<file path="config.mk">
export PLATFORM = sky130hd
export DESIGN_NAME = vt4_front_flat
export DESIGN_NICKNAME = d
export VERILOG_FILES = /design/src/rtl/vt4_pkg.sv /design/src/rtl/vt4_in_if.sv /design/src/rtl/vt4_front.sv /design/src/flat_wrapper.sv
export SDC_FILE = /design/constraint.sdc
export NUM_CORES = 1
export LEC_CHECK = 0
export ABC_AREA = 1
export BUFFER_PORTS_ARGS = -buffer_cell sky130_fd_sc_hd__buf_2
export CORE_MARGIN = 10
export CORE_UTILIZATION = 35
export DETAILED_ROUTE_END_ITERATION = 7
export GPL_TIMING_DRIVEN = 0
export PLACE_DENSITY = 0.65
export SYNTH_ARGS = -nofsm -noshare
export SYNTH_HDL_FRONTEND = slang
export SYNTH_SLANG_ARGS = --single-unit
</file>
<file path="constraint.sdc">
create_clock -name i_clk -period 8.5 [get_ports i_clk]
set_input_delay 0.425 -clock i_clk [delete_from_list [all_inputs] [get_ports i_clk]]
set_output_delay 0.425 -clock i_clk [all_outputs]
set_load 0.03 [all_outputs]
</file>
<file path="src/rtl/vt4_pkg.sv">
package vt4_pkg;

    localparam int COORD_W = 24;
    localparam int COEF_W  = 32;
    localparam int COLOR_W = 24;
    localparam int OUT_W   = 32;
    localparam int IDX_W   = 4;
    localparam int N_DIM   = 4;
    localparam int N_COEF  = N_DIM * N_DIM;
    localparam int PROD_W  = COORD_W + COEF_W;
    localparam int SUM_W   = PROD_W + 2;
    localparam int Q_DEPTH = 4;
    localparam int Q_PTR_W = $clog2(Q_DEPTH);
    localparam int Q_CNT_W = $clog2(Q_DEPTH + 1);

    typedef enum logic {
        OP_LOAD  = 1'b0,
        OP_XFORM = 1'b1
    } t_op;

    typedef logic signed [COORD_W-1:0] t_coord;
    typedef logic signed [COEF_W-1:0]  t_coef;
    typedef logic signed [OUT_W-1:0]   t_out;
    typedef logic        [COLOR_W-1:0] t_color;

    typedef struct packed {
        logic                is_xform;
        logic [IDX_W-1:0]    index;
        t_coef               value;
        t_coord [N_DIM-1:0]  vert;
        t_color              color;
    } t_cmd;

    typedef struct packed {
        logic valid;
        t_cmd cmd;
    } t_q2b;

endpackage

</file>
<file path="src/rtl/vt4_in_if.sv">
interface vt4_in_if
    import vt4_pkg::*;
();
    logic             valid;
    logic             ready;
    logic             opcode;
    logic [IDX_W-1:0] coef_index;
    t_coef            coef_value;
    t_coord           vert_x;
    t_coord           vert_y;
    t_coord           vert_z;
    t_coord           vert_w;
    t_color           vert_color;

    modport source (
        output valid, opcode, coef_index, coef_value,
        output vert_x, vert_y, vert_z, vert_w, vert_color,
        input  ready
    );

    modport sink (
        input  valid, opcode, coef_index, coef_value,
        input  vert_x, vert_y, vert_z, vert_w, vert_color,
        output ready
    );
endinterface

</file>
<file path="src/rtl/vt4_front.sv">
module vt4_front
    import vt4_pkg::*;
(
    input  logic     i_clk,
    input  logic     i_rst_n,
    vt4_in_if.sink   i_vtx,
    input  logic     i_pop,
    output t_q2b     o_head
);

    t_cmd               r_q [Q_DEPTH];
    logic [Q_PTR_W-1:0] r_wr_ptr;
    logic [Q_PTR_W-1:0] r_rd_ptr;
    logic [Q_CNT_W-1:0] r_count;
    logic [Q_PTR_W-1:0] n_wr_ptr;
    logic [Q_PTR_W-1:0] n_rd_ptr;
    logic [Q_CNT_W-1:0] n_count;
    logic               push;
    logic               pop;
    t_cmd               cmd;

    // classify the incoming transaction
    always_comb begin
        cmd.is_xform = (t_op'(i_vtx.opcode) == OP_XFORM);
        cmd.index    = i_vtx.coef_index;
        cmd.value    = i_vtx.coef_value;
        cmd.vert[0]  = i_vtx.vert_x;
        cmd.vert[1]  = i_vtx.vert_y;
        cmd.vert[2]  = i_vtx.vert_z;
        cmd.vert[3]  = i_vtx.vert_w;
        cmd.color    = i_vtx.vert_color;
    end

    assign i_vtx.ready = (r_count != Q_CNT_W'(Q_DEPTH));
    assign push        = i_vtx.valid && i_vtx.ready;
    assign pop         = i_pop && (r_count != '0);

    always_comb begin
        n_wr_ptr = push ? r_wr_ptr + 1'b1 : r_wr_ptr;
        n_rd_ptr = pop ? r_rd_ptr + 1'b1 : r_rd_ptr;
        n_count  = r_count;
        if (push && !pop) begin
            n_count = r_count + 1'b1;
        end else if (pop && !push) begin
            n_count = r_count - 1'b1;
        end
    end

    always_ff @(posedge i_clk) begin
        if (!i_rst_n) begin
            r_wr_ptr <= '0;
            r_rd_ptr <= '0;
            r_count  <= '0;
        end else begin
            r_wr_ptr <= n_wr_ptr;
            r_rd_ptr <= n_rd_ptr;
            r_count  <= n_count;
        end
    end

    always_ff @(posedge i_clk) begin
        if (push) begin
            r_q[r_wr_ptr] <= cmd;
        end
    end

    assign o_head.valid = (r_count != '0);
    assign o_head.cmd   = r_q[r_rd_ptr];

endmodule

</file>
<file path="src/flat_wrapper.sv">
// flat-port wrapper written by rule: the top's interface ports become plain ports
module vt4_front_flat import vt4_pkg::*;
  (i_clk, i_rst_n, i_pop, o_head, i_vtx_valid, i_vtx_opcode, i_vtx_coef_index, i_vtx_coef_value, i_vtx_vert_x, i_vtx_vert_y, i_vtx_vert_z, i_vtx_vert_w, i_vtx_vert_color, i_vtx_ready);
  vt4_in_if i_vtx_i ();
  input  logic i_clk;
  input  logic i_rst_n;
  input  logic i_pop;
  output t_q2b o_head;
  input wire logic [$bits(i_vtx_i.valid)-1:0] i_vtx_valid;
  input wire logic [$bits(i_vtx_i.opcode)-1:0] i_vtx_opcode;
  input wire logic [$bits(i_vtx_i.coef_index)-1:0] i_vtx_coef_index;
  input wire logic [$bits(i_vtx_i.coef_value)-1:0] i_vtx_coef_value;
  input wire logic [$bits(i_vtx_i.vert_x)-1:0] i_vtx_vert_x;
  input wire logic [$bits(i_vtx_i.vert_y)-1:0] i_vtx_vert_y;
  input wire logic [$bits(i_vtx_i.vert_z)-1:0] i_vtx_vert_z;
  input wire logic [$bits(i_vtx_i.vert_w)-1:0] i_vtx_vert_w;
  input wire logic [$bits(i_vtx_i.vert_color)-1:0] i_vtx_vert_color;
  output wire logic [$bits(i_vtx_i.ready)-1:0] i_vtx_ready;
  assign i_vtx_i.valid = i_vtx_valid;
  assign i_vtx_i.opcode = i_vtx_opcode;
  assign i_vtx_i.coef_index = i_vtx_coef_index;
  assign i_vtx_i.coef_value = i_vtx_coef_value;
  assign i_vtx_i.vert_x = i_vtx_vert_x;
  assign i_vtx_i.vert_y = i_vtx_vert_y;
  assign i_vtx_i.vert_z = i_vtx_vert_z;
  assign i_vtx_i.vert_w = i_vtx_vert_w;
  assign i_vtx_i.vert_color = i_vtx_vert_color;
  assign i_vtx_ready = i_vtx_i.ready;
  vt4_front u_core (.i_clk(i_clk), .i_rst_n(i_rst_n), .i_vtx(i_vtx_i), .i_pop(i_pop), .o_head(o_head));
endmodule
</file>
After elaboration in Yosys (flattened, before gate mapping)

Memories as Yosys holds them, arrays and structs flattened. A register that Yosys moved wholly into a read port is not among the register bits.
Index checks and enable logic that the tools add are counted.

Equality and inequality tests: 1
Multiplexer cells: 6
Add/sub/neg operators: 4
Reductions and logical operators: 8

Operator list:

| cell                                                               | count |
|---|---|
| 3-bit 2-to-1 mux                                                   | 2 |
| 2-bit by 1-bit adder with 2-bit output, second input constant      | 2 |
| 1-bit logical AND                                                  | 4 |
| 2-bit 2-to-1 mux                                                   | 2 |
| 3-bit by 1-bit adder with 3-bit output, second input constant      | 1 |
| 3-bit != test, second input constant                               | 1 |
| 3-bit nonzero test                                                 | 1 |
| 3-bit by 1-bit subtractor with 3-bit output, second input constant | 1 |
| 1-bit zero test                                                    | 2 |
| 1-bit 2-to-1 mux                                                   | 2 |
| 2-bit nonzero test                                                 | 1 |

Bits in writable memories: 628
Output and inout bits: 159
Memories kept: 1
Word-level logic and storage cells: 23
Bits in registers: 7
Input bits: 161

Memory list:

| memory     | depth | bits a word | read ports | clocked after Yosys merged registers in | write ports | RTL line        | text |
|---|---|---|---|---|---|---|---|
| u_core.r_q | 4     | 157         | 1          | 1                                       | 1           | vt4_front.sv:11 | `t_cmd r_q [Q_DEPTH];` |

Logic depth before layout (Yosys ltp)

Gate-level depths: netlist of run 1.

Depth after elaboration: 6
Mapped depth: 13
Mapped depth without buffers: 13

Worst setup path before layout of run 1

Ideal clock, no wire load.

Path type: flip-flop to flip-flop
From: register u_core.r_count[0]
To: memory u_core.r_q[0][0] (netlist bit) (enable)
Arrival time: 7432 ps
Required time: 7823 ps
Cell stages (with the launch flop): 5
Slack: 391 ps
Period minus slack after synthesis: 8109 ps
Cells stage by stage: dfxtp_1 -> nor2_1 -> nand2_1 -> nand2_1 -> nor2_1

Longest elaborated chain between the ends: 4

Ends and longest elaborated chain:

| what                                   | RTL line           | text |
|---|---|---|
| start: declaration                     | vt4_front.sv:14    | `logic [Q_CNT_W-1:0] r_count;` |
| start signal: assignment               | vt4_front.sv:57    | `r_count <= n_count;` |
| 3-bit != test                          | vt4_front.sv:34    | `assign i_vtx.ready = (r_count != Q_CNT_W'(Q_DEPTH));` |
| net i_vtx_ready                        | flat_wrapper.sv:18 | `output wire logic [$bits(i_vtx_i.ready)-1:0] i_vtx_ready;` |
| 1-bit logical AND                      | vt4_front.sv:35    | `assign push = i_vtx.valid && i_vtx.ready;` |
| 1-bit 2-to-1 mux                       | vt4_front.sv:62    | `if (push) begin` |
| 1-bit 2-to-1 mux (not written as such) | vt4_front.sv:63    | `r_q[r_wr_ptr] <= cmd;` |
| end: declaration                       | vt4_front.sv:11    |  |

The timed path passes the listed nets, and every way through them passes these cells.

==> results of run 1 <==
through the flow:
stage,area [sq um],worst slack (ns),util,std cells
global route,29800,4.93,0.444,2989
floorplan,23800,0.391,-,1586
detailed placement,27000,5.55,0.401,2803
CTS,29800,5.10,0.444,2988
global placement,26400,-5.20,0.393,2778
finish,29900,5.20,0.444,2991
worst paths after layout:
kind                         to  slack, ns
max reg2reg   u_core.r_q[3][71]       5.57
min reg2reg  u_core.r_rd_ptr[0]       0.52
min            u_core.r_q[3][4]       0.05
max                  o_head[71]       5.20
worst reg2reg max path: cells and delay by family, from the launching register on:
kind                   cells  cell delay (ns)
AND/OR/NAND/NOR            4             1.24
buffers and inverters      4             0.96
flip-flops                 1             0.40
registers in the layout, summed over array words and instances (netlist names), named ones only:
| register | count |
|---|---|
| u_core.r_count | 3 |
| u_core.r_q | 628 |
| u_core.r_rd_ptr | 2 |
| u_core.r_wr_ptr | 2 |
logic make-up after synthesis:
family                     share of synthesized area
and+or+nand+nor                               0.0554
buffers and inverters                         0.0311
xor gates and xnor gates                    0.000369
DFF                                            0.801
AOI/OAI and AO/OA                              0.108
adders and majority gates                    0.00348
layer usage:
metal / vias up / global-route usage
met5: - / 0
met4: 18 / 0.0487
met3: 111 / 0.0383
met2: 601 / 0.271
met1: 7639 / 0.201
li1: 6972 / -
repair_timing:
item                      4_1_cts  5_1_grt
gates resized for setup         0        0
hold buffers                   63        0
hold endpoints to repair      231        0
where the power goes:
part | leakage (uW) | internal [uW] | total (uW) | switching (uW)
Clock | 0.00107 | 1730 | 2930 | 1200
Combinational | 0.00354 | 796 | 2950 | 2160
Sequential | 0.00583 | 3810 | 3880 | 73.4
final cells by class:
| type | count | area (sq um) | share of cell area |
|---|---|---|---|
| sequential | 637 | 19000 | 0.638 |
| multi-input combinational | 830 | 4010 | 0.134 |
| timing repair buffer | 407 | 2750 | 0.0921 |
| clock buffer | 79 | 1790 | 0.0598 |
| tap | 873 | 1090 | 0.0366 |
| buffer | 103 | 672 | 0.0225 |
| clock inverter | 43 | 430 | 0.0144 |
| inverter | 16 | 67.6 | 0.00226 |
| antenna | 3 | 7.51 | 0.000251 |
cell usage in the layout (no fill, tap or decap), types with 22 or more instances in the layout:
| master | count |
|---|---|
| o21ai_1 | 38 |
| nor2_1 | 324 |
| clkbuf_1 | 58 |
| buf_6 | 29 |
| buf_12 | 22 |
| dlygate4sd3_1 | 63 |
| edfxtp_1 | 628 |
| clkbuf_16 | 70 |
| o22ai_1 | 157 |
| o21ai_0 | 277 |
| buf_2 | 336 |
==> flow_summary_export.csv, run 1 <==
group,metric,value,unit
run_status,status,"completed",
synthesis,synth_top_cell_by_area,"edfxtp_1",
sta,fin_crit_sh,0.389,
global_routing,grt_pass1_vias,15500,
die,core,67300,sq um
detailed_routing,viasPerCell,5.13,
synthesis,ys.flop_type,"edfxtp_1",
sta,max_freq,0.303,GHz
clocking,insertion_delay,0.60,ns
clocking,clkTransAtPathRegs,0.06,ns
worst_setup_path,path_class,"flop to output port",
worst_setup_path,worst-path-stages,6,
sta,finalSetupTns,0,ns
power_and_ir_drop,pwr_density_cell,327,nW/um^2
synthesis,synth-edff-count,628,
global_routing,grt_overflow,0,
final_layout,nNetsFinal,2230,
clocking,cts_tree,"yes",
sta,maxSlewViolCount,0,
global_routing,grtUsageTotal,0.161,
worst_setup_path,cp.arrival,2.88,ns
sta,clock-skew-final,0.0169,ns
synthesis,syn_area,23800,sq um
detailed_routing,wl_per_cell,21.9,um
final_layout,fillers,5891,
job,drv_cap,0,
clocking,cts-htree-levels,3,
worst_hold_path,hp-start,"i_vtx_vert_color[4]",
global_routing,grt_max_degree,28,
synthesis,yosys.area.top_type_share,0.794,
die,rows,95,
final_layout,drive_above_1_share,0.237,
worst_setup_path,crit_chain,"inv_2 > buf_2 > clkbuf_1 > o21ai_0 > o22ai_1 > buf_2",
power_and_ir_drop,p_leak,0.0104,uW
worst_setup_path,endpoint_kind,"output port",
placed_design,gp_congestion,0.752,
worst_setup_path,critPathTopFamily,"buffers and inverters",
detailed_routing,wl_met2,32800,um
synthesis,synthDistinctLibCells,23,
clocking,cts_sinks,637,
worst_setup_path,r2r_start,"u_core.r_count[0]",
global_routing,grt_pass1_wl,95800,um
worst_hold_path,hp-class,"primary input to flop",
final_layout,area_growth,25.7,%
synthesis,synth-seq-area-share,0.801,
clocking,cts_made_buffers,68,
global_routing,antenna_found_initial,12,
placed_design,io_buffers,319,
detailed_routing,top_layer,"met5",
power_and_ir_drop,peakVddDrop,245,uV
worst_setup_path,cp-start-kind,"flop",
sta,rsz0062_at_grt,"no",
detailed_routing,routed-via-count,15300,
synthesis,synth_area_leaders,"edfxtp_1, o21ai_0, nor2_1, o22ai_1, buf_6",
synthesis,syn_avg_cell_area,15.0,sq um
sta,timing.hold.ws,0.0526,ns
power_and_ir_drop,p_total,9770,uW
sta,fin_crit,3.30,ns
synthesis,yosys_warnings,0,
die,io_pins,320,
synthesis,synthCells,1586,
detailed_routing,drt_wl_total,65600,um
detailed_routing,route.met3.wl,5040,um
sta,hold_viol,0,
placed_design,hpwlAfterDp,42500,um
worst_hold_path,hold-path-cell-count,1,
die,die_x,281,um
sta,setup_viol,0,
worst_setup_path,worst-r2r-cell-count,8,
sta,worst_slew_pin_slew,0.920,ns
synthesis,synthArstFlopShare,0,
detailed_routing,wl_met1,26400,um
sta,slew_headroom,0.385,
detailed_routing,post-route-drc-count,0,
worst_setup_path,path_buf_inv,4,
synthesis,ys_ff_latch,637,
synthesis,synth.most_common_cell,"edfxtp_1",
worst_setup_path,crit_top_cell,"buf_2",
synthesis,synth_nets,1753,
worst_setup_path,slowest_stage,"clkbuf_1",
detailed_routing,drt_iter0_drc,1279,
synthesis,synth_common_cells,"edfxtp_1, nor2_1, o21ai_0, o22ai_1, clkbuf_1",
clocking,cts_root_buffer,"clkbuf_16",
die,initial_core_util,0.353,
detailed_routing,postRouteAntennaNets,0,
clocking,cts.path.max_buffers,3,
detailed_routing,first_pass_iters,5,
die,die_h,281,um
worst_setup_path,crit_fanout,10,
clocking,cts_setup_buffers,0,
worst_setup_path,cpPeakStageDelay,0.52,ns
worst_setup_path,crit_required,8.08,ns
die,dieArea,78700,sq um
(Power assumes the default switching activity.)
==> inputs of run 2 (changes only) <==
Clock period 8.5 ns to 3.1 ns, I/O delays scaled along.
==> run 2 against run 1 <==
  * Final area rose by 3.1%
  * Largest power group unchanged
  * Utilization rose by 1.4 points
  * Clock skew rose by 0.00052 ns
  * Wire length rose by 0.54%
  * Die area did not move
  * Critical path depth fell by 1
  * Largest cell class unchanged
==> flow_summary_export.csv, run 2 (synthesis gave the netlist of run 1 again) <==
group,metric,value,unit
sta,fin_crit_sh,0.941,
power_and_ir_drop,p_leak,0.0108,uW
worst_setup_path,path_class,"flop to output port",
final_layout,final_cell_mix,"edfxtp_1, buf_2, nor2_1",
worst_hold_path,hp-class,"primary input to flop",
final_layout,layout_commonest_cell,"edfxtp_1",
placed_design,dp.cells,2802,
job,drv_cap,0,
detailed_routing,wl_met2,32800,um
sta,fin_crit,2.92,ns
worst_setup_path,cp.arrival,2.76,ns
die,die_x,281,um
detailed_routing,routed-via-count,15600,
final_layout,largest-register,"u_core.r_q",
die,rows,95,
worst_setup_path,endpoint_kind,"output port",
final_layout,top_regs,"u_core.r_q x628, u_core.r_count x3",
detailed_routing,drt_wl_total,66000,um
final_layout,post_layout_nonfiller_instances,3087,
sta,clock-skew-final,0.0175,ns
clocking,cts.path.max_buffers,3,
final_layout,fillers,5822,
detailed_routing,viasPerCell,5.04,
detailed_routing,wl_per_cell,21.4,um
worst_hold_path,hold-path-cell-count,2,
final_layout,nNetsFinal,2326,
sta,slew_headroom,0.372,
die,core,67300,sq um
final_layout,largest_register_ffs,628,
worst_setup_path,crit_required,2.94,ns
clocking,cts_root_buffer,"clkbuf_16",
detailed_routing,post-route-drc-count,0,
power_and_ir_drop,p_total,26600,uW
global_routing,grtUsageTotal,0.163,
sta,timing.hold.ws,0.305,ns
global_routing,antenna_found_initial,10,
detailed_routing,wl_met1,27300,um
sta,max_freq,0.343,GHz
clocking,cts_setup_buffers,0,
power_and_ir_drop,peakVddDrop,676,uV
worst_setup_path,cp-start-kind,"flop",
sta,rsz0062_at_grt,"no",
placed_design,io_buffers,319,
detailed_routing,postRouteAntennaNets,0,
detailed_routing,first_pass_iters,5,
global_routing,grt_max_degree,28,
worst_setup_path,crit_fanout,10,
clocking,clkTransAtPathRegs,0.06,ns
power_and_ir_drop,pwr_density_cell,864,nW/um^2
die,dieArea,78700,sq um
sta,setup_viol,0,
final_layout,drive_above_1_share,0.230,
die,die_h,281,um
placed_design,hpwlAfterDp,42500,um
global_routing,grt_pass1_wl,98000,um
clocking,cts_sinks,637,
sta,maxSlewViolCount,0,
detailed_routing,top_layer,"met5",
clocking,insertion_delay,0.60,ns
placed_design,gp_congestion,0.747,
clocking,cts-htree-levels,3,
detailed_routing,route.met3.wl,4380,um
global_routing,grt_overflow,0,
clocking,cts_tree,"yes",
die,io_pins,320,
detailed_routing,drt_iter0_drc,1131,
run_status,status,"completed",
sta,finalSetupTns,0,ns
final_layout,area_growth,29.5,%
die,initial_core_util,0.353,
sta,worst_slew_pin_slew,0.940,ns
global_routing,grt_pass1_vias,16000,
sta,hold_viol,0,
clocking,cts_made_buffers,67,
worst_setup_path,worst-r2r-cell-count,6,
## run 2: cell count changes in the layout (fill, tap and decap cells not counted), sizes merged, moves of 2 or more
cell	before	now
diode	3	6
clkinv	28	25
buf	397	395
bufinv	7	5
dlygate4sd3	63	161
clkbuf	129	131
## run 2: metrics by stage
step	utilization	cell area (sq um)	worst slack, ns
after floorplan	-	23800	-0.306
after global placement	0.394	26500	-2.18
after detailed placement	0.401	27000	0.585
after CTS	0.457	30800	0.0484
after global routing	0.457	30800	0.0203
final	0.457	30800	0.183
## run 2: final cells by class
cell class | count | area (sq um) | area share
repair buffers | 504 | 3700 | 0.120
clock inverters | 38 | 412 | 0.0134
flip-flops and latches | 637 | 19000 | 0.619
diodes | 6 | 15.0 | 0.000488
multi-input cells | 830 | 4040 | 0.131
well taps | 873 | 1090 | 0.0355
clock buffers | 80 | 1730 | 0.0561
plain buffers | 103 | 676 | 0.0220
inverters | 16 | 67.6 | 0.00220
## run 2: repair_timing
action	CTS	global route
endpoints found under the hold margin	637	0
hold buffers	161	0
gates resized for setup	1	1
endpoints found under the setup margin	2	8
## run 2: power breakdown
group	total, uW	internal (uW)	switching (uW)	leakage [uW]
logic	8180	2250	5930	0.00395
registers	10700	10500	207	0.00583
clock network	7750	4460	3300	0.00104
## run 2: worst max-delay path, cell delays in order (launching register included)
cell,delay (ns)
dfxtp_1,0.50
buf_4,0.37
clkbuf_1,0.51
o21ai_0,0.18
o22ai_1,0.32
buf_2,0.27
## run 2: final timing paths
kind                              from                  to  slack [ns]
hold reg to reg     u_core.r_rd_ptr[0]  u_core.r_rd_ptr[0]        0.52
setup reg to reg    u_core.r_wr_ptr[0]  u_core.r_q[3][103]        0.62
setup / recovery                  flop          o_head[71]        0.18
hold / removal    i_vtx_coef_value[10]  u_core.r_q[0][130]        0.30
## run 2: layer usage
layer,global-route usage,up-vias
met1,0.207,7741
met5,0,-
li1,-,7153
met3,0.0333,110
met2,0.278,556
met4,0.0459,8
==> inputs of run 3 (changes only) <==
Settings changed: REMOVE_ABC_BUFFERS set to 1.
==> run 3 against run 2 <==
  * Clock-buffer cell count increased by 9
  * Maximum frequency increased by 0.17%
  * Final cell count decreased by 2.9%
  * Critical path type unchanged
  * Critical endpoint is now o_head[25]
==> flow_summary_export.csv, run 3 (synthesis gave the netlist of run 1 again) <==
group,metric,value,unit
final_layout,final_cell_mix,"edfxtp_1, nor2_1, buf_2",
worst_setup_path,worst-r2r-cell-count,7,
die,dieArea,78700,sq um
worst_hold_path,hp-class,"primary input to flop",
die,core,67300,sq um
sta,maxSlewViolCount,0,
worst_setup_path,crit_chain,"buf_16 > inv_16 > bufbuf_16 > o21ai_0 > o22ai_1 > buf_2",
worst_setup_path,cp-start-kind,"flop",
sta,worst_slew_pin_slew,0.833,ns
detailed_routing,drt_wl_total,61600,um
power_and_ir_drop,p_total,26100,uW
placed_design,dp.cells,2710,
sta,fin_crit,2.91,ns
placed_design,pre_cts_ws,0.270,ns
detailed_routing,first_pass_iters,5,
final_layout,largest_register_ffs,628,
clocking,cts_made_buffers,69,
final_layout,post_layout_nonfiller_instances,2996,
global_routing,grtUsageTotal,0.151,
detailed_routing,routed-via-count,15300,
worst_setup_path,cpPeakStageDelay,0.52,ns
final_layout,drive_above_1_share,0.215,
worst_setup_path,endpoint_kind,"output port",
sta,slew_headroom,0.445,
worst_setup_path,crit_fanout,97,
clocking,insertion_delay,0.61,ns
power_and_ir_drop,pwr_density_cell,857,nW/um^2
placed_design,io_buffers,319,
sta,hold_viol,0,
global_routing,grt_max_degree,111,
die,initial_core_util,0.353,
die,die_x,281,um
worst_hold_path,hold-path-cell-count,2,
detailed_routing,drt_iter0_drc,1067,
placed_design,place_area,26600,sq um
global_routing,grt_pass1_vias,16200,
worst_setup_path,timing.reg2reg.setup_slack,0.51,ns
die,io_pins,320,
sta,setup_viol,0,
final_layout,largest-register,"u_core.r_q",
global_routing,antenna_found_initial,4,
power_and_ir_drop,peakVddDrop,619,uV
sta,max_freq,0.343,GHz
clocking,cts_sinks,637,
sta,fin_ws,0.188,ns
sta,clock-skew-final,0.0214,ns
power_and_ir_drop,p_leak,0.0106,uW
detailed_routing,postRouteAntennaNets,0,
final_layout,top_regs,"u_core.r_q x628, u_core.r_count x3",
detailed_routing,post-route-drc-count,0,
clocking,cts-htree-levels,3,
clocking,cts_tree,"yes",
clocking,cts_root_buffer,"clkbuf_16",
die,die_h,281,um
placed_design,hpwlAfterDp,35500,um
run_status,status,"completed",
detailed_routing,viasPerCell,5.12,
clocking,cts.path.max_buffers,3,
final_layout,area_growth,28.2,%
sta,fin_crit_sh,0.939,
global_routing,grt_pass1_wl,92400,um
final_layout,post-route-util,0.453,
clocking,clkTransAtPathRegs,0.06,ns
placed_design,gp_congestion,0.722,
detailed_routing,wl_per_cell,20.6,um
worst_setup_path,slowest_stage,"bufbuf_16",
final_layout,nNetsFinal,2239,
final_layout,layout_commonest_cell,"edfxtp_1",
job,drv_cap,0,
final_layout,finalInstanceArea,30500,sq um
worst_setup_path,crit_required,2.94,ns
die,rows,95,
sta,rsz0062_at_grt,"no",
global_routing,grt_overflow,0,
worst_setup_path,cp.arrival,2.76,ns
worst_setup_path,path_class,"flop to output port",
-- run 3: cell count changes in the layout (fill, tap and decap cells not counted), sizes merged, moves of 2 or more --
cell	change
diode	-3
bufinv	-3
clkbuf	-42
clkinv	-8
clkinvlp	+2
buf	-38
-- run 3: area by class of cell --
type,instances,area (sq um)
Antenna cell,3,7.51
Clock buffer,89,1840
Clock inverter,30,280
Fill cell,5748,36800
Inverter,16,92.6
Multi-Input combinational cell,830,4010
Sequential cell,637,19000
Tap cell,873,1090
Timing Repair Buffer,518,4090
-- run 3: where the power goes --
part           leakage [uW]  switching (uW)  internal (uW)
logic               0.00377            5550           2110
clock network       0.00101            3270           4410
registers           0.00583             294          10500
-- run 3: per-stage QoR --
| stage | hold WS [ns] | TNS, ns |
|---|---|---|
| 2_1_floorplan | 0.254 | -3859.11 |
| 3_3_place_gp | 0.363 | -8536.85 |
| 3_5_place_dp | 0.370 | 0 |
| 4_1_cts | 0.248 | 0 |
| 5_1_grt | 0.275 | 0 |
| 6_report | 0.301 | 0 |
-- run 3: critical path, delay by kind of cell, from the launching register on --
family          cells  cell delay [ns]
compound gates      2             0.36
buf+inv             4             1.29
flops               1             0.45
-- run 3: repair_timing --
| action | CTS | global route |
|---|---|---|
| hold buffers | 160 | 0 |
| setup buffers | 1 | 1 |
| gates resized for setup | 3 | 2 |
| hold endpoints to repair | 637 | 0 |
| setup endpoints to repair | 122 | 18 |
| gates cloned | 2 | 0 |
-- run 3: final timing paths --
kind	start	end
setup / recovery	flop	o_head[25]
hold / removal	i_vtx_coef_value[22]	u_core.r_q[3][142]
setup reg to reg	u_core.r_count[0]	u_core.r_q[1][104]
hold reg to reg	u_core.r_rd_ptr[0]	flop
-- run 3: metal layers --
layer / vias up / GRT usage / part of all wire
met2: 503 / 0.263 / 0.51
met5: - / 0 / 0.00034
met4: 4 / 0.0543 / 0.022
li1: 6975 / - / -
met1: 7758 / 0.180 / 0.40
met3: 98 / 0.0372 / 0.067
